===== src/sv/dacll_pkg.sv =====
`timescale 1ns / 1ps

package dacll_pkg;

    localparam int CFG_INDEX_W = 3;
    localparam int CFG_DATA_W  = 16;

    localparam logic [31:0] MS_PER_S              = 32'd1000;
    localparam logic [31:0] ROTATION_FACTOR       = 32'd5;
    localparam logic [31:0] ROT_MS_PER_S          = MS_PER_S * ROTATION_FACTOR;
    localparam logic [31:0] UNIT2_START_OFFSET_MS = 32'd20000;
    localparam logic [11:0] CENTI_PER_TENTH       = 12'd10;

    localparam logic [8:0] SETPOINT_MIN   = 9'd150;
    localparam logic [8:0] SETPOINT_MAX   = 9'd300;
    localparam logic [5:0] BAND_MIN       = 6'd10;
    localparam logic [5:0] BAND_MAX       = 6'd50;
    localparam logic [8:0] SETPOINT_RESET = 9'd200;
    localparam logic [5:0] BAND_RESET     = 6'd20;
    localparam logic [15:0] PROTECT_RESET  = 16'd21;
    localparam logic [15:0] ROTATION_RESET = 16'd100;

    // seconds = (ms * DIV_MUL) >> DIV_SHIFT, exact for ms below WAIT_SAT_MS
    localparam int          WAIT_MS_W  = 26;
    localparam int          DIV_SHIFT  = 36;
    localparam logic [26:0] DIV_MUL    = 27'd68719477;
    localparam logic [31:0] WAIT_SAT_MS = 32'd65536000;
    localparam logic [15:0] WAIT_MAX   = 16'hFFFF;

    typedef enum logic [CFG_INDEX_W-1:0] {
        CFG_AUTO_MODE        = 3'd0,
        CFG_ROTATION_ENABLE  = 3'd1,
        CFG_SETPOINT_TENTHS  = 3'd2,
        CFG_BAND_TENTHS      = 3'd3,
        CFG_PROTECT_SECONDS  = 3'd4,
        CFG_ROTATION_SECONDS = 3'd5
    } cfg_idx_t;

    typedef enum logic [1:0] {
        PH_OFF    = 2'd0,
        PH_WANTED = 2'd1,
        PH_ON     = 2'd2
    } phase_t;

    typedef struct packed {
        logic        auto_mode;
        logic        rotation_enable;
        logic [8:0]  setpoint_tenths;
        logic [5:0]  band_tenths;
        logic [15:0] protect_seconds;
        logic [15:0] rotation_seconds;
    } cfg_t;

    typedef struct packed {
        logic [31:0]        now_ms;
        logic signed [14:0] temp_centi;
        logic               manual_want1;
        logic               manual_want2;
    } item_t;

    // step result handed to the wait stages
    typedef struct packed {
        logic        drive1;
        logic        drive2;
        phase_t      phase1;
        phase_t      phase2;
        logic        both_running;
        logic        next_stop_unit;
        logic [31:0] now_ms;
        logic [31:0] restart1;
        logic [31:0] restart2;
        logic [31:0] swap;
    } mid_t;

endpackage


===== src/sv/dacll_update.sv =====
`timescale 1ns / 1ps

module dacll_update (
    input  logic             clk,
    input  logic             rst_n,
    input  dacll_pkg::cfg_t  cfg,
    input  logic             item_valid,
    input  dacll_pkg::item_t item,
    output logic             item_take,
    output logic             mid_valid,
    output dacll_pkg::mid_t  mid,
    input  logic             mid_take
);

    typedef struct packed {
        dacll_pkg::phase_t phase;
        logic              drive;
        logic [31:0]       restart;
    } unit_t;

    function automatic unit_t unit_step(
        dacll_pkg::phase_t ph,
        logic              want,
        logic [31:0]       restart,
        logic [31:0]       now,
        logic [31:0]       hold_ms
    );
        unit_t r;
        r.phase   = ph;
        r.drive   = 1'b0;
        r.restart = restart;
        case (ph)
            dacll_pkg::PH_OFF:
            begin
                if (want)
                    r.phase = dacll_pkg::PH_WANTED;
            end
            dacll_pkg::PH_WANTED:
            begin
                if (now > restart)
                begin
                    r.phase = dacll_pkg::PH_ON;
                    r.drive = 1'b1;
                end
            end
            dacll_pkg::PH_ON:
            begin
                // drive stays high on the step that stops the unit
                r.drive = 1'b1;
                if (!want)
                begin
                    r.phase   = dacll_pkg::PH_OFF;
                    r.restart = now + hold_ms;
                end
            end
            default:
            begin
                r.phase = dacll_pkg::PH_OFF;
            end
        endcase
        return r;
    endfunction

    logic              started_reg;
    dacll_pkg::phase_t ph1_reg, ph2_reg;
    logic              want1_reg, want2_reg, both_reg, stop_reg;
    logic [31:0]       rt1_reg, rt2_reg, swap_reg;
    logic              mid_valid_reg;
    dacll_pkg::mid_t   mid_reg;

    logic              want1_next, want2_next, both_next, stop_next;
    logic [31:0]       swap_next;
    dacll_pkg::mid_t   mid_next;
    unit_t             u1, u2;

    logic [31:0] prot_ms, prot5_ms, rot_ms, now_rot, hold_ms;
    logic [31:0] rt1_base, rt2_base;
    logic [8:0]  sp_lo, sp_hi;
    logic [11:0] lo_centi, hi_centi;
    logic        cold, hot, fire;

    assign prot_ms  = 32'(cfg.protect_seconds) * dacll_pkg::MS_PER_S;
    assign prot5_ms = 32'(cfg.protect_seconds) * dacll_pkg::ROT_MS_PER_S;
    assign rot_ms   = 32'(cfg.rotation_seconds) * dacll_pkg::MS_PER_S;
    assign now_rot  = item.now_ms + rot_ms;

    // setpoint and band are clamped, so both band edges are positive
    assign sp_lo    = cfg.setpoint_tenths - 9'(cfg.band_tenths);
    assign sp_hi    = cfg.setpoint_tenths + 9'(cfg.band_tenths);
    assign lo_centi = 12'(12'(sp_lo) * dacll_pkg::CENTI_PER_TENTH);
    assign hi_centi = 12'(12'(sp_hi) * dacll_pkg::CENTI_PER_TENTH);
    assign cold = item.temp_centi[14] || (item.temp_centi[13:0] < 14'(lo_centi));
    assign hot  = !item.temp_centi[14] && (item.temp_centi[13:0] > 14'(hi_centi));

    assign rt1_base = started_reg ? rt1_reg : prot_ms;
    assign rt2_base = started_reg ? rt2_reg : prot_ms + dacll_pkg::UNIT2_START_OFFSET_MS;

    always_comb
    begin
        want1_next = want1_reg;
        want2_next = want2_reg;
        both_next  = both_reg;
        stop_next  = stop_reg;
        swap_next  = started_reg ? swap_reg : rot_ms;
        hold_ms    = prot_ms;
        if (cfg.auto_mode)
        begin
            if (cold && both_next)
            begin
                if (!stop_next)
                    want1_next = 1'b0;
                else
                    want2_next = 1'b0;
                if (cfg.rotation_enable)
                    stop_next = !stop_next;
                both_next = 1'b0;
                swap_next = now_rot;
            end
            if (hot)
            begin
                want1_next = 1'b1;
                want2_next = 1'b1;
                both_next  = 1'b1;
            end
            if (!both_next && cfg.rotation_enable)
            begin
                if (item.now_ms > swap_next)
                begin
                    // a swap stop holds the unit off five times longer
                    hold_ms    = prot5_ms;
                    want1_next = stop_next;
                    want2_next = !stop_next;
                    stop_next  = !stop_next;
                    swap_next  = now_rot;
                end
            end
            else
            begin
                swap_next = '0;
            end
        end
        else
        begin
            want1_next = item.manual_want1;
            want2_next = item.manual_want2;
        end

        u1 = unit_step(ph1_reg, want1_next, rt1_base, item.now_ms, hold_ms);
        u2 = unit_step(ph2_reg, want2_next, rt2_base, item.now_ms, hold_ms);

        mid_next.drive1         = u1.drive;
        mid_next.drive2         = u2.drive;
        mid_next.phase1         = u1.phase;
        mid_next.phase2         = u2.phase;
        mid_next.both_running   = both_next;
        mid_next.next_stop_unit = stop_next;
        mid_next.now_ms         = item.now_ms;
        mid_next.restart1       = u1.restart;
        mid_next.restart2       = u2.restart;
        mid_next.swap           = swap_next;
    end

    assign item_take = !mid_valid_reg || mid_take;
    assign fire      = item_valid && item_take;

    always_ff @(posedge clk or negedge rst_n)
    begin
        if (!rst_n)
        begin
            started_reg   <= 1'b0;
            ph1_reg       <= dacll_pkg::PH_OFF;
            ph2_reg       <= dacll_pkg::PH_OFF;
            want1_reg     <= 1'b0;
            want2_reg     <= 1'b0;
            both_reg      <= 1'b0;
            stop_reg      <= 1'b0;
            rt1_reg       <= '0;
            rt2_reg       <= '0;
            swap_reg      <= '0;
            mid_valid_reg <= 1'b0;
        end
        else
        begin
            if (item_take)
                mid_valid_reg <= item_valid;
            if (fire)
            begin
                started_reg <= 1'b1;
                ph1_reg     <= u1.phase;
                ph2_reg     <= u2.phase;
                want1_reg   <= want1_next;
                want2_reg   <= want2_next;
                both_reg    <= both_next;
                stop_reg    <= stop_next;
                rt1_reg     <= u1.restart;
                rt2_reg     <= u2.restart;
                swap_reg    <= swap_next;
            end
        end
    end

    always_ff @(posedge clk)
    begin
        if (fire)
            mid_reg <= mid_next;
    end

    assign mid_valid = mid_valid_reg;
    assign mid       = mid_reg;

endmodule


===== config.mk =====
export PLATFORM = sky130hd
export DESIGN_NAME = dacll_update
export DESIGN_NICKNAME = d
export VERILOG_FILES = /design/src/sv/dacll_pkg.sv /design/src/sv/dacll_update.sv
export SDC_FILE = /design/constraint.sdc
export NUM_CORES = 1
export LEC_CHECK = 0
export BUFFER_PORTS_ARGS = -buffer_cell sky130_fd_sc_hd__buf_4
export CAP_MARGIN = 20
export CELL_PAD_IN_SITES_DETAIL_PLACEMENT = 0
export CELL_PAD_IN_SITES_GLOBAL_PLACEMENT = 1
export CORE_AREA = 2 2 241 243
export CTS_BUF_LIST = sky130_fd_sc_hd__clkbuf_4 sky130_fd_sc_hd__clkbuf_8
export CTS_CLUSTER_DIAMETER = 200
export DETAILED_ROUTE_END_ITERATION = 16
export DIE_AREA = 0 0 243 245
export PLACE_DENSITY_LB_ADDON = 0.15
export SETUP_SLACK_MARGIN = 0.02
export SLEW_MARGIN = 5
export SYNTH_ARGS = -nofsm -noshare
export SYNTH_HDL_FRONTEND = slang
export SYNTH_SLANG_ARGS = --single-unit

===== constraint.sdc =====
create_clock -name clk -period 8.9 [get_ports clk]
set_input_delay 1.335 -clock clk [delete_from_list [all_inputs] [get_ports clk]]
set_output_delay 1.335 -clock clk [all_outputs]
set_load 0.1 [all_outputs]

==> flow_summary_export.csv <==
group,metric,value,unit
worst_setup_path,cp-end-kind,"flip-flop",
floorplan,fp-row-count,88,
sta,fmax,0.0955,GHz
worst_setup_path,slowest_delay,560,ps
worst_setup_path,crit_path_start_kind,"input pin",
global_routing,grt-ovfl-total,0,
worst_setup_path,worstPathRequired,9280,ps
final_layout,synthToLayoutAreaGrowth,36.3,%
clock_tree,cts_root_buf,"clkbuf_8",
run_status,status,"finished with violations",
clock_tree,cts_tree,"built",
routing,wl,84700,microns
worst_setup_path,cp_common_cell,"fa_1",
floorplan,core,0.0570,sq mm
clock_tree,cts_buffer_depth,3,
synthesis,synth-main-ff-cell,"edfxtp_1",
global_routing,grt_pass1_wl,131000,microns
final_layout,fin_cells,4220,
sta,slew_viol_final,0,
worst_setup_path,critPathMaxFanout,6,
floorplan,start_util,44.6,%
synthesis,ys_types,84,
place,placed_cells,4081,
synthesis,synth_edf_count,136,
floorplan,ios,240,
sta,finalClockSkew,52.7,ps
final_layout,drive_gt1_share,33.5,%
worst_setup_path,arrival,10860,ps
sta,rsz0062_at_grt,"yes",
run,max-cap-violations,0,
final_layout,largest_reg_flops,136,
sta,timing.final.crit_share,118,%
routing,postRouteAntennaNets,0,
clock_tree,ctsHtreeMaxLevel,2,
final_layout,layout_commonest_cell,"buf_4",
worst_setup_path,worst-setup-path-type,"in2reg",
sta,worst_slack,-1570,ps
place,gp_congestion,0.912,
routing,wire_per_inst,20.1,microns
final_layout,regArea,0.00674,sq mm
clock_tree,clock-sinks,242,
final_layout,multi_input_area,0.0189,sq mm
routing,drc,0,
clock_tree,numCtsBuffers,45,
final_layout,nFillCells,4977,
synthesis,synthCells,2677,
global_routing,grt_usage,28.1,%
clock_tree,clk_pin_slew,60,ps
sta,setup_viol,138,
synthesis,ys_seq_area_share,26.5,%
floorplan,die_area,0.0595,sq mm
synthesis,syn_area_per_cell,9.49,sq um
sta,tightest_slew,864,ps
synthesis,synth.cell_area,0.0254,sq mm
global_routing,antenna_found_initial,3,
global_routing,grt_pass1_vias,23700,
place,dpl.hpwl,66900,microns
synthesis,synth.net_count,3305,
synthesis,yosysWarningCount,0,
sta,fin_crit,10470,ps
place,io_buffer_count,239,
clock_tree,clk_latency,650,ps
final_layout,nets,4044,
worst_hold_path,hold_path_class,"reg2reg",
final_layout,final_util,60.7,%
routing,drt_pre_antenna_iters,5,
sta,slew-limit-headroom,42.4,%
run_status,violations,"negative setup slack",
routing,vias,22900,
worst_setup_path,cpMaxStageDelayCell,"fa_1",
sta,hold_viol,0,
floorplan,die_w,243,microns
global_routing,grt_max_degree,113,
final_layout,layout_common_cells,"buf_4, ha_1, inv_1",
routing,drtIter0Drc,1215,
synthesis,synthArstFlopShare,43.8,%
synthesis,synth-seq-cells,242,
sta,tns,-145730,ps
routing,vias_per_cell,5.42,
floorplan,die_h,245,microns
-- worst paths after layout --
path	from	to	slack [ps]	cells after the start
worst max register to register	started_reg	mid[63]	2590	24
max in group asynchronous	rst_n	ph1_reg[1]	7200	2
worst min-delay path	swap_reg[10]	swap_reg[10]	480	2
min in group asynchronous	rst_n	rt2_reg[7]	630	1
worst max-delay path	cfg[3]	mid[63]	-1570	43
worst min register to register	swap_reg[10]	swap_reg[10]	480	2
-- area by class of cell --
class	instances	area share (%)
Sequential cell	242	19.5
Clock inverter	21	0.762
Antenna cell	3	0.0217
Tap cell	765	2.76
Multi-Input combinational cell	2086	54.5
Inverter	282	3.13
Clock buffer	62	2.25
Timing Repair Buffer	759	17.1
-- cell families after synthesis --
group                    after synthesis  synth area share, %
adder cells (fa/ha/maj)              526                 29.9
XOR/XNOR                             139                 4.79
flip-flops                           242                 26.5
buffers and inverters                349                 5.25
multiplexers                         108                 4.50
AO/OA/AOI/OAI                        664                 17.0
AND/OR/NAND/NOR                      649                 12.1
-- per-stage QoR --
stage	hold WS (ps)	cell area, sq um	setup slack (ps)
global route	505	34600	-2090
global placement	453	31900	-2400
floorplan	441	25900	-1520
finish	478	34600	-1570
CTS	479	33900	-1500
detailed placement	463	31900	-2580
-- Yosys cell counts, drive strengths merged (10+ instances only) --
master	n	area, sq um
mux2	47	533
a211oi	22	165
o21a	34	255
a22o	14	123
nor2b	31	194
o211ai	18	140
a21oi	189	946
o21ai	153	769
nand3	37	185
a21o	71	533
nor3	39	215
xor2	57	499
nor2	158	593
and2	19	119
buf	22	108
ha	391	4890
o31ai	19	148
or2	10	65.1
xnor2	82	718
a31oi	17	106
inv	282	1060
nand4	27	169
edfxtp	136	4080
dfrtp	106	2650
mux2i	61	611
o22ai	11	68.8
clkbuf	45	169
fa	135	2700
a22oi	11	82.6
and3	10	62.6
nand2	249	935
or3	16	100
o21bai	24	180
nand2b	18	113
-- worst max-delay path: cells and delay by family --
family                   cells  cell delay, ps
AO/OA/AOI/OAI               19            3540
adder cells (fa/ha/maj)      8            2960
AND/OR/NAND/NOR              7            1470
buffers and inverters        5             590
multiplexers                 2             510
XOR/XNOR                     2             410
-- layer usage --
layer / GRT usage, % / part of all wire [%] / vias up
li1: - / - / 11000
met5: 0 / 0 / -
met3: 2.97 / 3.6 / 149
met2: 50.9 / 51 / 551
met1: 34.8 / 42 / 11100
met4: 9.91 / 3.5 / 0
-- what timing repair did --
action,CTS,global route
pin swaps,63,81
setup endpoints to repair,188,204
resized for setup,141,143
hold buffers,0,0
gates cloned,1,0
buffers inserted,37,22
endpoints found under the hold margin,0,0
Power is left out: the tool's default activity adds up to more than one toggle a clock period on the data nets, which glitch-free logic cannot reach.
